**config.mk**
```make
export PLATFORM = sky130hd
export DESIGN_NAME = mvpm_fifo
export DESIGN_NICKNAME = d
export VERILOG_FILES = /design/src/design/assert_macros.svh /design/src/design/mvpm_pkg.sv /design/src/design/mvpm_fifo.sv
export SDC_FILE = /design/constraint.sdc
export NUM_CORES = 1
export LEC_CHECK = 0
export BUFFER_PORTS_ARGS = -buffer_cell sky130_fd_sc_hd__buf_2
export CAP_MARGIN = 20
export CORE_AREA = 3 3 214 268
export CTS_CLUSTER_SIZE = 14
export DETAILED_ROUTE_END_ITERATION = 6
export DIE_AREA = 0 0 217 271
export RECOVER_POWER = 25
export SYNTH_ARGS = -nofsm -noshare
export SYNTH_HDL_FRONTEND = slang
export SYNTH_SLANG_ARGS = --single-unit
```
**constraint.sdc**
```tcl
create_clock -name clk_i -period 6.7 [get_ports clk_i]
set_input_delay 1.005 -clock clk_i [delete_from_list [all_inputs] [get_ports clk_i]]
set_output_delay 1.005 -clock clk_i [all_outputs]
set_load 0.01 [all_outputs]
```
**src/design/assert_macros.svh**
```systemverilog
// Assertion helpers used by the mix engine RTL
`ifndef ASSERT_MACROS_SVH
`define ASSERT_MACROS_SVH

// Property that holds at every clock edge out of reset
`define ASSERT_ALWAYS(name, prop, msg) \
  name: assert property (@(posedge clk_i) disable iff (!rst_ni) (prop)) else $error(msg);

// Condition in one cycle implies a condition in the next
`define ASSERT_STEP(name, pre, post, msg) \
  name: assert property (@(posedge clk_i) disable iff (!rst_ni) (pre) |=> (post)) else $error(msg);

`endif

```
**src/design/mvpm_pkg.sv**
```systemverilog
package mvpm_pkg;

  // Item modes
  typedef enum logic [1:0] {
    MODE_LOAD  = 2'd0,
    MODE_START = 2'd1,
    MODE_STOP  = 2'd2,
    MODE_TICK  = 2'd3
  } mode_e;

  // Mix sequencer states
  typedef enum logic [3:0] {
    ST_IDLE  = 4'b0001,
    ST_SCAN  = 4'b0010,
    ST_DRAIN = 4'b0100,
    ST_EMIT  = 4'b1000
  } back_state_e;

  localparam int LEN_W  = 13;
  localparam int GAIN_W = 17;
  localparam int ACC_W  = 54;

  localparam logic [GAIN_W-1:0] UNITY_Q16 = 17'd65536;
  localparam logic [13:0]       PAN_FULL  = 14'd10000;
  // floor(x * 4096 / 625) == (x * PAN_RECIP) >> PAN_SHIFT for x <= 10000
  localparam logic [25:0]       PAN_RECIP = 26'd54975582;
  localparam int                PAN_SHIFT = 23;

  localparam int FIFO_DEPTH = 4;

  // Command passed from the front end to the mix engine
  typedef struct packed {
    mode_e                op;
    logic [3:0]           voice;
    logic [11:0]          frame;
    logic signed [15:0]   left;
    logic signed [15:0]   right;
    logic [LEN_W-1:0]     len;
    logic                 loop;
    logic [GAIN_W-1:0]    vol;
    logic [GAIN_W-1:0]    gain_l;
    logic [GAIN_W-1:0]    gain_r;
  } cmd_t;

  // Truncate toward zero by 2^32 (stereo) or 2^33 (mono), then clamp to 16 bits
  function automatic logic signed [15:0] trunc_sat(input logic signed [ACC_W:0] v,
                                                   input logic mono);
    logic signed [ACC_W:0] adj;
    logic signed [ACC_W:0] q;
    adj = v;
    if (v < 0) begin
      adj = mono ? v + (ACC_W+1)'(64'h1_FFFF_FFFF) : v + (ACC_W+1)'(64'hFFFF_FFFF);
    end
    q = mono ? (adj >>> 33) : (adj >>> 32);
    if (q > 32767) begin
      return 16'sh7FFF;
    end else if (q < -32768) begin
      return 16'sh8000;
    end
    return q[15:0];
  endfunction

endpackage

```
**src/design/mvpm_fifo.sv**
```systemverilog
module mvpm_fifo import mvpm_pkg::*; (
  input  logic clk_i,
  input  logic rst_ni,
  input  logic push_i,
  input  cmd_t data_i,
  output logic full_o,
  output logic valid_o,
  output cmd_t data_o,
  input  logic pop_i
);

  localparam int PW = $clog2(FIFO_DEPTH);

  cmd_t          q_q [FIFO_DEPTH];
  logic [PW-1:0] wr_q, rd_q;
  logic [PW:0]   cnt_q;

  assign full_o  = (cnt_q == (PW+1)'(FIFO_DEPTH));
  assign valid_o = (cnt_q != '0);
  assign data_o  = q_q[rd_q];

  // Pointers and fill level
  always_ff @(posedge clk_i or negedge rst_ni) begin
    if (!rst_ni) begin
      wr_q  <= '0;
      rd_q  <= '0;
      cnt_q <= '0;
    end else begin
      if (push_i) begin
        wr_q <= wr_q + 1'b1;
      end
      if (pop_i) begin
        rd_q <= rd_q + 1'b1;
      end
      if (push_i && !pop_i) begin
        cnt_q <= cnt_q + 1'b1;
      end else if (pop_i && !push_i) begin
        cnt_q <= cnt_q - 1'b1;
      end
    end
  end

  always_ff @(posedge clk_i) begin
    if (push_i) begin
      q_q[wr_q] <= data_i;
    end
  end

endmodule

```
==> results.ini <==
[routing]
route.vias.total=7507
wl_per_cell_um=20.4
top_layer=met4
totalWireLength_um=34300
drc=0
wl_met2_um=18100
wl_met1_um=13100
drtPass1Iterations=4
met3_length_um=2170
via_per_inst=4.48
ant_nets=0
drtIter0Drc=398

[critical_path]
crit_slowest_cell=dfrtp_4
cp_top_family=flip-flops
r2r_end=q_q[1][96]$_DFFE_PP_
crit_fanout=70
r2r-start=wr_q[1]$_DFFE_PN0P_
cp_data_arrival_time_ps=2710
critPathLaunch=rd_q[0]$_DFFE_PN0P_
required_ps=5690
cpPeakStageDelay_ps=750
endpoint=data_o[113]
reg2reg_slack_ps=4380
crit_path_start_kind=register
r2r_cells=4
cp_num_buf_inv=2
path_cells=buf_12 > mux4_2 > buf_2
cp.depth=3
crit_path_end_kind=primary output
crit_type=register to primary output

[clocking]
h-tree-depth=2
cts.path.max_buffers=3
cts_setup_buffers=0
cts_tree=done
cts.sink_count=467
clk_latency_ps=540
hold_buffers=0
post_cts_resized=0
clk_pin_slew_ps=60
cts-root-buf=clkbuf_16
cts_buffers=45

[logic_synthesis]
synthFlopType=edfxtp_1
yosys_warnings=0
ys_async_sr_fraction_pct=1.50
yosysMostFrequentCell=edfxtp_1
synth_cells=635
syn_area_per_cell_um2=26.7
synth_edf_count=460
synth_top_area_cell=edfxtp_1
syn_area_um2=17000
synth_seq_cells=467
ys_top_cells_by_area=edfxtp_1 (81%), mux4_2 (15%), dfrtp_1 (1.0%)
synth_nets=760
synth_top_area_share_pct=81.5
synthTopCellsByCount=edfxtp_1 (460), mux4_2 (115), buf_2 (14), dfrtp_1 (7), clkbuf_1 (6)
synth_cell_type_count=19
ys_seq_area_share_pct=82.5

[hold_path]
worst_hold_path_type=primary input to async pin

[floorplanning]
die_w_um=217
die_y_um=271
die-area_um2=58800
pin_count=236
core-area_um2=55000
row_count=96
start_util_pct=30.8

[global_route]
grt_max_degree=71
grt_pass1_vias=8253
grt_antenna_before_repair=3
grt-ovfl-total=0
grt_pass1_wl_um=51700
grt_usage_pct=11.7

[cells_and_area]
area_growth_syn_to_layout_pct=20.2
nNetsFinal=1028
drive_above_1_share_pct=37.8

[power_and_ir_drop]
power_density_nw_per_um2=439
internal_power_uw=6390
p_comb_share_pct=27.2
total_power_uw=8940
swShare_pct=28.5
seqPwrFrac_pct=45.1
p_sw_uw=2550
ir_drop_v=0.000242
power.leakage_uw=0.00663
pwr-share-clk_pct=27.7

[timing]
hold_violations=0
final-setup-viol-count=0
finalCriticalPeriod_ps=3720
rsz0062_at_grt=no
max_freq_mhz=269
tns_ps=0
finalClockSkew_ps=8.09
slew_headroom_pct=53.9
finalMaxSlewViolations=0
fin_crit_sh_pct=55.5
tightest_slew_ps=691

[placement]
gp_congestion=0.678
numPortBuffers=235
dp_hpwl_um=20900

[job]
max-cap-violations=0

[outcome]
status=complete, no violations

[sequential cells by signal, summed over array words and instances, names as in the netlist]
name   cells
q_q      460
rd_q       2
cnt_q      3
wr_q       2
[routing by layer]
metal | vias up | track usage, %
met5 | - | 0
met4 | 0 | 3.76
met3 | 52 | 3.38
met2 | 199 | 20.8
met1 | 3967 | 13.5
li1 | 3289 | -
[cell type report]
class                      count  area [um^2]
inverter                       4         15.0
timing repair buffer         247         1190
antenna                        4         10.0
sequential                   467        14000
multi-input combinational    138         2800
clock buffer                  56         1170
fill                        5114        34600
tap                          735          920
clock inverter                25          277
[through the flow]
step / area (um^2) / hold WS [ps] / util [%] / setup WS [ps] / std cells
2_1_floorplan: 17000 / 449 / - / 2560 / 635
3_3_place_gp: 19000 / 465 / 34.6 / 3500 / 1591
3_5_place_dp: 19000 / 474 / 34.6 / 3470 / 1591
4_1_cts: 20500 / 239 / 37.2 / 2850 / 1672
5_1_grt: 20400 / 342 / 37.0 / 2740 / 1673
6_report: 20400 / 350 / 37.0 / 2980 / 1676
[power by group through the flow]
stage / Combinational (uW) / Clock [uW] / Sequential [uW]
final: 2430 / 2480 / 4030
after global routing: 2640 / 2680 / 4090
after CTS: 2550 / 2570 / 4050
after detailed placement: 2530 / 0 / 4110
after global placement: 2530 / 0 / 4070
after floorplan: 1660 / 0 / 4010
[layout by cell type, fill, tap and decap left out, types with 4 or more instances in the layout]
cell / synthesis / layout
edfxtp_1: 460 / 460
buf_2: 14 / 161
mux4_2: 115 / 115
clkbuf_1: 6 / 85
clkbuf_16: 0 / 45
clkinv_1: 0 / 11
buf_4: 1 / 11
bufinv_16: 0 / 6
ha_1: 5 / 5
dfrtp_1: 7 / 5
diode_2: 0 / 4
inv_1: 4 / 4
and2_4: 0 / 4
xor2_1: 4 / 4
[how the worst min path moves through the flow]
stage	start	end	slack (ps)	depth (start not counted)
global route	rst_ni	cnt_q[2]$_DFFE_PN0P_	340	1
CTS	rst_ni	rd_q[0]$_DFFE_PN0P_	240	1
global placement	cnt_q[2]$_DFFE_PN0P_	cnt_q[2]$_DFFE_PN0P_	460	1
floorplan	cnt_q[2]$_DFFE_PN0P_	cnt_q[2]$_DFFE_PN0P_	450	1
finish	rst_ni	rd_q[0]$_DFFE_PN0P_	350	1
detailed placement	cnt_q[2]$_DFFE_PN0P_	cnt_q[2]$_DFFE_PN0P_	470	1
[kinds of logic after synthesis]
kind of cell,synth area share [%]
buffers and inverters,1.01
and+or+nand+nor,0.295
AOI/OAI and AO/OA,0.0295
adders and majority gates,0.487
DFF,82.5
muxes,15.3
xor gates and xnor gates,0.310
(Power assumes the default switching activity.)
