<file path="src/design/assert_macros.svh">
// Assertion helpers used by the mix engine RTL
`ifndef ASSERT_MACROS_SVH
`define ASSERT_MACROS_SVH

// Property that holds at every clock edge out of reset
`define ASSERT_ALWAYS(name, prop, msg) \
  name: assert property (@(posedge clk_i) disable iff (!rst_ni) (prop)) else $error(msg);

// Condition in one cycle implies a condition in the next
`define ASSERT_STEP(name, pre, post, msg) \
  name: assert property (@(posedge clk_i) disable iff (!rst_ni) (pre) |=> (post)) else $error(msg);

`endif

</file>
<file path="src/design/mvpm_pkg.sv">
package mvpm_pkg;

  // Item modes
  typedef enum logic [1:0] {
    MODE_LOAD  = 2'd0,
    MODE_START = 2'd1,
    MODE_STOP  = 2'd2,
    MODE_TICK  = 2'd3
  } mode_e;

  // Mix sequencer states
  typedef enum logic [3:0] {
    ST_IDLE  = 4'b0001,
    ST_SCAN  = 4'b0010,
    ST_DRAIN = 4'b0100,
    ST_EMIT  = 4'b1000
  } back_state_e;

  localparam int LEN_W  = 13;
  localparam int GAIN_W = 17;
  localparam int ACC_W  = 54;

  localparam logic [GAIN_W-1:0] UNITY_Q16 = 17'd65536;
  localparam logic [13:0]       PAN_FULL  = 14'd10000;
  // floor(x * 4096 / 625) == (x * PAN_RECIP) >> PAN_SHIFT for x <= 10000
  localparam logic [25:0]       PAN_RECIP = 26'd54975582;
  localparam int                PAN_SHIFT = 23;

  localparam int FIFO_DEPTH = 4;

  // Command passed from the front end to the mix engine
  typedef struct packed {
    mode_e                op;
    logic [3:0]           voice;
    logic [11:0]          frame;
    logic signed [15:0]   left;
    logic signed [15:0]   right;
    logic [LEN_W-1:0]     len;
    logic                 loop;
    logic [GAIN_W-1:0]    vol;
    logic [GAIN_W-1:0]    gain_l;
    logic [GAIN_W-1:0]    gain_r;
  } cmd_t;

  // Truncate toward zero by 2^32 (stereo) or 2^33 (mono), then clamp to 16 bits
  function automatic logic signed [15:0] trunc_sat(input logic signed [ACC_W:0] v,
                                                   input logic mono);
    logic signed [ACC_W:0] adj;
    logic signed [ACC_W:0] q;
    adj = v;
    if (v < 0) begin
      adj = mono ? v + (ACC_W+1)'(64'h1_FFFF_FFFF) : v + (ACC_W+1)'(64'hFFFF_FFFF);
    end
    q = mono ? (adj >>> 33) : (adj >>> 32);
    if (q > 32767) begin
      return 16'sh7FFF;
    end else if (q < -32768) begin
      return 16'sh8000;
    end
    return q[15:0];
  endfunction

endpackage

</file>
<file path="src/design/mvpm_front.sv">
module mvpm_front import mvpm_pkg::*; #(
  parameter int VOICES           = 16,
  parameter int FRAMES_PER_VOICE = 4096
) (
  input  logic               clk_i,
  input  logic               rst_ni,
  input  logic               in_valid_i,
  output logic               in_stall_o,
  input  logic [1:0]         mode_i,
  input  logic [3:0]         voice_i,
  input  logic [11:0]        frame_index_i,
  input  logic signed [15:0] left_sample_i,
  input  logic signed [15:0] right_sample_i,
  input  logic [12:0]        frame_count_i,
  input  logic               loop_enable_i,
  input  logic [16:0]        volume_gain_i,
  input  logic signed [14:0] pan_i,
  output logic               cmd_valid_o,
  output cmd_t               cmd_o,
  input  logic               cmd_full_i
);

  // Stage 1: captured item
  logic               r1_v_q;
  mode_e              mode_q;
  logic [3:0]         voice_q;
  logic [11:0]        frame_q;
  logic signed [15:0] left_q, right_q;
  logic [12:0]        count_q;
  logic               loop_q;
  logic [16:0]        vol_q;
  logic signed [14:0] pan_q;

  // Stage 2: classified command with pan product
  logic        r2_v_q;
  cmd_t        r2_q;
  logic [39:0] prod_q;
  logic        pos_q, neg_q;

  logic               push, advance, keep;
  logic signed [14:0] pan_c;
  logic [13:0]        amount;
  logic [13:0]        keep_x;
  logic [39:0]        prod_d;
  cmd_t               cmd_d;
  logic [GAIN_W-1:0]  gain;

  assign push       = r2_v_q && !cmd_full_i;
  assign advance    = r1_v_q && (!r2_v_q || push);
  assign in_stall_o = r1_v_q && !advance;

  // Classify, clamp and form the pan product
  always_comb begin
    pan_c = pan_q;
    if (pan_q > 15'sd10000) begin
      pan_c = 15'sd10000;
    end else if (pan_q < -15'sd10000) begin
      pan_c = -15'sd10000;
    end
    amount = pan_c[14] ? 14'(-pan_c) : 14'(pan_c);
    keep_x = PAN_FULL - amount;
    prod_d = 40'(keep_x) * 40'(PAN_RECIP);

    keep = (mode_q == MODE_TICK) || (32'(voice_q) < VOICES);
    if (mode_q == MODE_LOAD && !(32'(frame_q) < FRAMES_PER_VOICE)) begin
      keep = 1'b0;
    end

    cmd_d        = '0;
    cmd_d.op     = mode_q;
    cmd_d.voice  = voice_q;
    cmd_d.frame  = frame_q;
    cmd_d.left   = left_q;
    cmd_d.right  = right_q;
    cmd_d.len    = (32'(count_q) > FRAMES_PER_VOICE) ? LEN_W'(FRAMES_PER_VOICE) : count_q;
    cmd_d.loop   = loop_q;
    cmd_d.vol    = (vol_q > UNITY_Q16) ? UNITY_Q16 : vol_q;
  end

  always_ff @(posedge clk_i or negedge rst_ni) begin
    if (!rst_ni) begin
      r1_v_q <= 1'b0;
    end else if (in_valid_i && !in_stall_o) begin
      r1_v_q <= 1'b1;
    end else if (advance) begin
      r1_v_q <= 1'b0;
    end
  end

  always_ff @(posedge clk_i) begin
    if (in_valid_i && !in_stall_o) begin
      mode_q  <= mode_e'(mode_i);
      voice_q <= voice_i;
      frame_q <= frame_index_i;
      left_q  <= left_sample_i;
      right_q <= right_sample_i;
      count_q <= frame_count_i;
      loop_q  <= loop_enable_i;
      vol_q   <= volume_gain_i;
      pan_q   <= pan_i;
    end
  end

  always_ff @(posedge clk_i or negedge rst_ni) begin
    if (!rst_ni) begin
      r2_v_q <= 1'b0;
    end else if (advance) begin
      r2_v_q <= keep;
    end else if (push) begin
      r2_v_q <= 1'b0;
    end
  end

  always_ff @(posedge clk_i) begin
    if (advance) begin
      r2_q   <= cmd_d;
      prod_q <= prod_d;
      pos_q  <= (pan_c > 15'sd0);
      neg_q  <= pan_c[14];
    end
  end

  // Gains from the registered product
  always_comb begin
    gain          = prod_q[PAN_SHIFT +: GAIN_W];
    cmd_o         = r2_q;
    cmd_o.gain_l  = pos_q ? gain : UNITY_Q16;
    cmd_o.gain_r  = neg_q ? gain : UNITY_Q16;
  end

  assign cmd_valid_o = push;

endmodule

</file>
<file path="config.mk">
export PLATFORM = sky130hd
export DESIGN_NAME = mvpm_front
export DESIGN_NICKNAME = d
export VERILOG_FILES = /design/src/design/assert_macros.svh /design/src/design/mvpm_pkg.sv /design/src/design/mvpm_front.sv
export SDC_FILE = /design/constraint.sdc
export NUM_CORES = 1
export LEC_CHECK = 0
export ABC_AREA = 1
export BUFFER_PORTS_ARGS = -buffer_cell sky130_fd_sc_hd__buf_2
export CELL_PAD_IN_SITES_DETAIL_PLACEMENT = 1
export CELL_PAD_IN_SITES_GLOBAL_PLACEMENT = 1
export CORE_ASPECT_RATIO = 2
export CORE_MARGIN = 2
export CORE_UTILIZATION = 46
export DETAILED_ROUTE_END_ITERATION = 10
export GPL_TIMING_DRIVEN = 0
export PLACE_DENSITY = 0.79
export SLEW_MARGIN = 20
export SYNTH_ARGS = -nofsm -noshare
export SYNTH_HDL_FRONTEND = slang
export SYNTH_SLANG_ARGS = --single-unit
</file>
<file path="constraint.sdc">
create_clock -name clk_i -period 11.3 [get_ports clk_i]
set_clock_uncertainty 0.05 [all_clocks]
set_input_delay 2.26 -clock clk_i [delete_from_list [all_inputs] [get_ports clk_i]]
set_output_delay 2.26 -clock clk_i [all_outputs]
set_load 0.005 [all_outputs]
</file>
==> flow_summary.yaml, run 1 <==
critical_path:
  start_kind: "flip-flop"
  crit_arrival_ns: 10.32
  reg2regPathDepth: 45
  path_max_fanout: 10
  worstPathRequired_ns: 11.43
  cp_num_buf_inv: 9
  max_stage_delay_ns: 0.57
  cp-end-kind: "flip-flop"
  crit_type: "reg2reg"
  worst_path_most_repeated_cell: "nand2_1"
  rr_endpoint: "prod_q[36]$_DFFE_PP_"
  regToRegSetupSlack_ns: 1.11
  regToRegStartpoint: "pan_q[5]$_DFFE_PP_"
  crit_slowest_cell: "fa_1"
  crit_family: "adder cells"
logic_synthesis:
  ys_seq_elements: 198
  synth_warnings: 0
  synth-main-ff-cell: "edfxtp_1"
  synth_nets: 1632
  syn_area_per_cell_um2: 10.9
  syn_inst: 1261
  netlist_area_um2: 13800
  synth_cell_types: 47
  ys_seq_area_share_pct: 43.0
  synth_edf_count: 196
  async_reset_ff_share_pct: 1.01
run:
  max_cap_viol_count: 0
drt:
  ant_nets: 0
  wl_um: 38800
  drc: 0
  drt_pass1_iterations: 4
  avgRoutedWirePerCell_um: 20.7
  drt_iter0_drc: 287
  vias: 9731
  vias_per_cell: 5.18
sta:
  final_hold_viol_count: 0
  setup_viol: 0
  worst-slew-pin-transition_ns: 0.972
  rsz0062_at_grt: "no"
  final.setup.tns_ns: 0
  max_clock_freq_mhz: 98.1
  slew_violations: 0
  maxSlewHeadroom_pct: 34.7
  period_share_pct: 90.2
  fin_crit_ns: 10.19
clock_network:
  path_clk_slew_ns: 0.08
  clk_latency_ns: 0.44
  ctsHoldBuffers: 0
  htree_num_levels: 4
  cts_setup_buffers: 0
  clockBufferDepth: 2
  cts_buffers: 17
  cts_tree: "built"
  cts-root-buf: "clkbuf_16"
  cts.sinks: 198
  cts_resized: 0
hold_path:
  min_to: "cmd_o[87]$_DFFE_PP_"
  worstHoldPathType: "reg2reg"
  hold_start: "left_q[6]$_DFFE_PP_"
  min_path_cells: 0
grt:
  grt_max_degree: 56
  overflow: 0
  grt_use_met1_pct: 21.1
  grtUsageMet3_pct: 5.18
  grt_pass1_vias: 11300
  grt_pass1_wl_um: 59800
  antenna_found_initial: 1
  busiest_layer: "met2"
  met2_usage_pct: 49.9
  track_usage_pct: 25.2
placed_design:
  port_buffers: 216
  hpwl_um: 33200
  place_congestion: 0.927
die:
  die_w_um: 126
  num_io_pins: 217
  dieHeight_um: 249
  rows: 89
  coreArea_um2: 29500
  dieArea_um2: 31500
  start_util_pct: 46.7
outcome:
  status: "finished clean"
final_layout:
  layout-drive-gt1-share_pct: 19.5
  final_nets: 1872
  area_growth_pct: 16.6
Yosys cell counts (4+ instances only):
| cell type | instances | area [µm²] |
|---|---|---|
| nand3_1 | 27 | 135 |
| xnor2_1 | 10 | 87.6 |
| inv_1 | 322 | 1210 |
| fa_1 | 119 | 2380 |
| nor2_1 | 84 | 315 |
| nor4_1 | 7 | 43.8 |
| nand2_1 | 167 | 627 |
| nor3_1 | 4 | 20.0 |
| a31oi_1 | 5 | 31.3 |
| edfxtp_1 | 196 | 5890 |
| nand2_2 | 6 | 37.5 |
| nand3_2 | 4 | 40.0 |
| a21oi_1 | 37 | 185 |
| nand4_1 | 12 | 75.1 |
| clkbuf_1 | 8 | 30.0 |
| ha_1 | 152 | 1900 |
| a21o_1 | 4 | 30.0 |
| o21ai_0 | 20 | 100 |
| xor2_1 | 22 | 193 |
| or2_2 | 6 | 37.5 |
| nor2_2 | 7 | 43.8 |
sequential cells by signal, indices dropped and copies added, names as in the netlist, 2 cells and up:
register	count
cmd_o	81
count_q	13
frame_q	12
left_q	16
mode_q	2
pan_q	15
prod_q	17
right_q	16
voice_q	4
vol_q	17
through the flow:
step	cell area [µm²]	hold WS (ns)	cells	worst slack (ns)	util (%)
2_1_floorplan	13800	0.350	1261	3.17	-
3_3_place_gp	15300	0.350	1841	1.25	51.9
3_5_place_dp	15500	0.355	1846	1.10	52.5
4_1_cts	16100	0.369	1878	1.06	54.5
5_1_grt	16100	0.381	1879	0.551	54.5
6_report	16100	0.368	1879	1.11	54.5
per-layer routing:
layer  part of all wire (%)  vias up
met2                     58      290
met4                    7.8        0
met3                    4.7      122
li1                       -     4499
met1                     29     4820
met5                      0        -
area by class of cell:
type                    count  area (µm²)
well taps                 364         455
clock inverters            15         179
inverters                 326        1230
fillers                  3226       13400
diodes                      1        2.50
clock buffers              17         425
multi-input cells         725        6580
plain buffers              12        62.6
repair buffers            221        1220
flip-flops and latches    198        5940
cells in the final DEF, fill, tap and decap left out, types with 6 or more instances in the layout:
master / synthesis / layout
a21oi_1: 37 / 36
buf_2: 2 / 218
clkbuf_1: 8 / 8
clkbuf_16: 0 / 17
edfxtp_1: 196 / 196
fa_1: 119 / 119
ha_1: 152 / 152
inv_1: 322 / 321
nand2_1: 167 / 167
nand2_2: 6 / 6
nand3_1: 27 / 27
nand4_1: 12 / 12
nor2_1: 84 / 84
nor2_2: 7 / 7
nor4_1: 7 / 7
o21ai_0: 20 / 20
or2_2: 6 / 6
xnor2_1: 10 / 10
xor2_1: 22 / 22
worst register-to-register path: cells and delay by family (launching register included):
family                   cells  cell delay (ns)
buffers and inverters        9             1.16
XOR/XNOR                     2             0.37
AND/OR/NAND/NOR             17             2.09
AO/OA/AOI/OAI                7             1.66
adder cells (fa/ha/maj)     10             4.16
flip-flops                   1             0.48
how the worst max path moves through the flow:
stage | start | endpoint | slack (ns) | depth (start not counted)
after detailed placement | pan_q[5]$_DFFE_PP_ | prod_q[36]$_DFFE_PP_ | 1.10 | 45
after global routing | pan_q[5]$_DFFE_PP_ | prod_q[34]$_DFFE_PP_ | 0.55 | 44
after floorplan | pan_q[8]$_DFFE_PP_ | prod_q[39]$_DFFE_PP_ | 3.17 | 42
final | pan_q[5]$_DFFE_PP_ | prod_q[36]$_DFFE_PP_ | 1.11 | 45
after CTS | pan_q[5]$_DFFE_PP_ | prod_q[36]$_DFFE_PP_ | 1.06 | 45
after global placement | pan_q[5]$_DFFE_PP_ | prod_q[39]$_DFFE_PP_ | 1.25 | 38
cells by family after synthesis:
logic type / Yosys count / share of synthesized area (%)
AO/OA/AOI/OAI: 90 / 4.00
flip-flops: 198 / 43.0
buffers and inverters: 338 / 9.33
XOR/XNOR: 33 / 2.15
adder cells (fa/ha/maj): 271 / 31.1
AND/OR/NAND/NOR: 331 / 10.4
Power of run 1 is left out: the tool's default activity adds up to more than one toggle a clock period on the data nets, which glitch-free logic cannot reach.
==> inputs of run 2 (changes only) <==
- CORE_MARGIN: 2 -> 4
==> flow_summary.yaml, run 2 (synthesis results as in run 1) <==
clock_network:
  cts_resized: 0
  clockBufferDepth: 2
  cts.sinks: 198
  ctsHoldBuffers: 0
  cts_tree: "built"
  cts-root-buf: "clkbuf_16"
  clk_latency_ns: 0.44
  cts_buffers: 17
  htree_num_levels: 4
  path_clk_slew_ns: 0.08
  cts_setup_buffers: 0
critical_path:
  crit_slowest_cell: "ha_1"
  worstPathRequired_ns: 11.41
  worst_path_most_repeated_cell: "inv_1"
  crit_type: "reg2reg"
  crit_arrival_ns: 10.21
  max_stage_delay_ns: 0.53
  cp-end-kind: "flip-flop"
  path_max_fanout: 10
  start_kind: "flip-flop"
  crit_family: "adder cells"
  cp_num_buf_inv: 10
final_layout:
  final_common_cell: "inv_1"
  largest_reg_flops: 81
  fillers: 3238
  layout-drive-gt1-share_pct: 19.5
  area_growth_pct: 16.7
  layout_common_cells: "321 x inv_1, 218 x buf_2, 196 x edfxtp_1"
  n_antenna_cell: 0
  final_nets: 1873
grt:
  grt_max_degree: 60
  overflow: 0
  antenna_found_initial: 1
  grt_pass1_vias: 11200
  track_usage_pct: 24.1
  grt_pass1_wl_um: 59500
placed_design:
  port_buffers: 216
  place_congestion: 0.941
  hpwl_um: 33000
die:
  die_w_um: 130
  coreArea_um2: 29500
  num_io_pins: 217
  dieHeight_um: 253
  start_util_pct: 46.7
  dieArea_um2: 33000
  rows: 89
sta:
  rsz0062_at_grt: "no"
  maxSlewHeadroom_pct: 31.0
  worst-slew-pin-transition_ns: 1.03
  setup_viol: 0
  final.setup.tns_ns: 0
  slew_violations: 0
  fin_crit_ns: 10.10
  period_share_pct: 89.4
  final_hold_viol_count: 0
  max_clock_freq_mhz: 99.0
drt:
  drt_pass1_iterations: 4
  drt_iter0_drc: 314
  wl_um: 38000
  vias: 9625
  vias_per_cell: 5.12
  ant_nets: 0
  drc: 0
  avgRoutedWirePerCell_um: 20.2
run:
  max_cap_viol_count: 0
outcome:
  status: "finished clean"
hold_path:
  worstHoldPathType: "reg2reg"
run 2: worst paths after layout:
path | slack (ns) | end | depth (start not counted) | start
max in group asynchronous | 9.56 | r1_v_q$_DFFE_PN0P_ | 1 | rst_ni
max | 1.20 | prod_q[39]$_DFFE_PP_ | 42 | pan_q[5]$_DFFE_PP_
min | 0.37 | cmd_o[85]$_DFFE_PP_ | 0 | left_q[4]$_DFFE_PP_
min reg2reg | 0.37 | cmd_o[85]$_DFFE_PP_ | 0 | left_q[4]$_DFFE_PP_
min in group asynchronous | 1.54 | r2_v_q$_DFFE_PN0P_ | 1 | rst_ni
max reg2reg | 1.20 | prod_q[39]$_DFFE_PP_ | 42 | pan_q[5]$_DFFE_PP_
run 2: worst register-to-register path, delay by kind of cell (launching register included):
family,cells,cell delay (ns)
AOI/OAI and AO/OA,2,0.34
xor gates and xnor gates,2,0.61
and+or+nand+nor,18,2.69
buffers and inverters,10,1.17
DFF,1,0.48
adders and majority gates,10,4.45
run 2: per-layer routing:
layer	vias to the layer above	GRT usage, %	part of all wire [%]
met5	-	0	0
met4	0	14.3	6.6
met3	92	5.13	4.6
met2	259	47.1	59
met1	4770	21.6	30
li1	4504	-	-
run 2: cell type report:
| cell class | instances | area [µm²] | share of cell area (%) |
|---|---|---|---|
| clock buffers | 17 | 425 | 2.64 |
| flip-flops and latches | 198 | 5940 | 36.9 |
| well taps | 364 | 455 | 2.83 |
| clock inverters | 15 | 176 | 1.10 |
| repair buffers | 222 | 1230 | 7.66 |
| inverters | 326 | 1230 | 7.62 |
| multi-input cells | 725 | 6580 | 40.9 |
| plain buffers | 12 | 62.6 | 0.389 |
run 2: per-stage QoR:
stage | hold slack [ns] | cell area (µm²) | setup slack [ns] | std cells | utilization [%]
after floorplan | 0.350 | 13800 | 3.17 | 1261 | -
after global placement | 0.350 | 15300 | 1.22 | 1841 | 51.9
after detailed placement | 0.356 | 15500 | 1.08 | 1847 | 52.5
after CTS | 0.369 | 16100 | 1.03 | 1879 | 54.5
after global routing | 0.373 | 16100 | 0.409 | 1879 | 54.5
final | 0.368 | 16100 | 1.20 | 1879 | 54.5
Power of run 2 is left out for the same reason.
==> inputs of run 3 (changes only) <==
- CELL_PAD_IN_SITES_DETAIL_PLACEMENT: 1 -> unset
- CELL_PAD_IN_SITES_GLOBAL_PLACEMENT: 1 -> unset
- CORE_UTILIZATION: 46 -> 58
- PLACE_DENSITY: 0.79 -> 0.78
==> flow_summary.yaml, run 3 (synthesis results as in run 1) <==
final_layout:
  final_nets: 1872
  area_growth_pct: 15.7
  fillers: 1741
  final_common_cell: "inv_1"
  n_antenna_cell: 0
  final_util_pct: 68.4
  layout_common_cells: "321 x inv_1, 218 x buf_2, 196 x edfxtp_1"
  largest_reg_flops: 81
  layout-drive-gt1-share_pct: 19.5
die:
  dieHeight_um: 226
  rows: 79
  coreArea_um2: 23300
  die_w_um: 117
  start_util_pct: 59.1
  num_io_pins: 217
  dieArea_um2: 26500
grt:
  antenna_found_initial: 0
  track_usage_pct: 26.7
  grt_use_met1_pct: 23.6
  grt_max_degree: 64
  overflow: 0
  grt_pass1_vias: 10400
  grtUsageMet3_pct: 6.92
  met2_usage_pct: 49.2
  busiest_layer: "met2"
  grt_pass1_wl_um: 52000
critical_path:
  max_stage_delay_ns: 0.63
  crit_type: "reg2reg"
  crit_family: "adder cells"
  worstPathRequired_ns: 11.52
  worst_path_most_repeated_cell: "nand2_1"
  crit_slowest_cell: "fa_1"
  path_max_fanout: 10
  start_kind: "flip-flop"
  cp_num_buf_inv: 9
  cp-end-kind: "flip-flop"
  crit_arrival_ns: 10.26
  regToRegSetupSlack_ns: 1.26
sta:
  fin_crit_ns: 10.04
  maxSlewHeadroom_pct: 26.4
  final.setup.tns_ns: 0
  setup_viol: 0
  final_hold_viol_count: 0
  worst-slew-pin-transition_ns: 1.10
  max_clock_freq_mhz: 99.6
  slew_violations: 0
  period_share_pct: 88.8
  rsz0062_at_grt: "no"
clock_network:
  htree_num_levels: 4
  clk_latency_ns: 0.44
  cts_buffers: 17
  cts_resized: 0
  cts_setup_buffers: 0
  cts_tree: "built"
  cts.sinks: 198
  cts-root-buf: "clkbuf_16"
  clockBufferDepth: 2
  ctsHoldBuffers: 0
  path_clk_slew_ns: 0.08
drt:
  vias: 9537
  wl_um: 33600
  drt_pass1_iterations: 5
  avgRoutedWirePerCell_um: 18.7
  drt_iter0_drc: 383
  ant_nets: 0
  vias_per_cell: 5.31
  drc: 0
placed_design:
  port_buffers: 216
  hpwl_um: 28500
  place_congestion: 0.966
run:
  max_cap_viol_count: 0
outcome:
  status: "finished clean"
hold_path:
  worstHoldPathType: "reg2reg"
-- run 3: changes by cell type in the layout (fill, tap and decap cells not counted), sizes merged --
cell / before / now
buf: 226 / 225
-- run 3: worst paths after layout --
check,end,startpoint,cells past startpoint
max,prod_q[36]$_DFFE_PP_,pan_q[5]$_DFFE_PP_,46
max reg2reg,prod_q[36]$_DFFE_PP_,pan_q[5]$_DFFE_PP_,46
min in group asynchronous,r1_v_q$_DFFE_PN0P_,rst_ni,1
max in group asynchronous,r2_v_q$_DFFE_PN0P_,rst_ni,1
min,cmd_o[81]$_DFFE_PP_,left_q[0]$_DFFE_PP_,0
min reg2reg,cmd_o[81]$_DFFE_PP_,left_q[0]$_DFFE_PP_,0
-- run 3: routing by layer --
metal  vias up  wire length [µm]
met2       353             18700
met5         -                 0
li1       4507                 -
met3       127              2110
met1      4550              9790
met4         0              2960
-- run 3: worst register-to-register path, delay by kind of cell (launching register included) --
family	cells	cell delay, ns
AOI/OAI and AO/OA	4	0.90
xor gates and xnor gates	2	0.41
adders and majority gates	10	4.31
buffers and inverters	9	1.19
DFF	1	0.47
and+or+nand+nor	21	2.56
-- run 3: cell type report --
class                   instances  area, µm²  share of cell area [%]
clock buffers                  17        425                    2.67
clock inverters                15        159                   0.996
inverters                     326       1230                    7.69
plain buffers                  12       62.6                   0.392
flip-flops and latches        198       5940                    37.2
repair buffers                221       1210                    7.59
well taps                     283        354                    2.22
multi-input cells             725       6580                    41.2
-- run 3: stage by stage --
| stage | instances | hold slack [ns] | instance area [µm²] | setup WS (ns) |
|---|---|---|---|---|
| 2_1_floorplan | 1261 | 0.350 | 13800 | 3.17 |
| 4_1_cts | 1797 | 0.368 | 16000 | 1.26 |
| 5_1_grt | 1797 | 0.375 | 16000 | 0.524 |
| 3_5_place_dp | 1765 | 0.355 | 15400 | 1.33 |
| 6_report | 1797 | 0.367 | 16000 | 1.26 |
| 3_3_place_gp | 1760 | 0.350 | 15200 | 1.46 |
Power of run 3 is left out for the same reason.
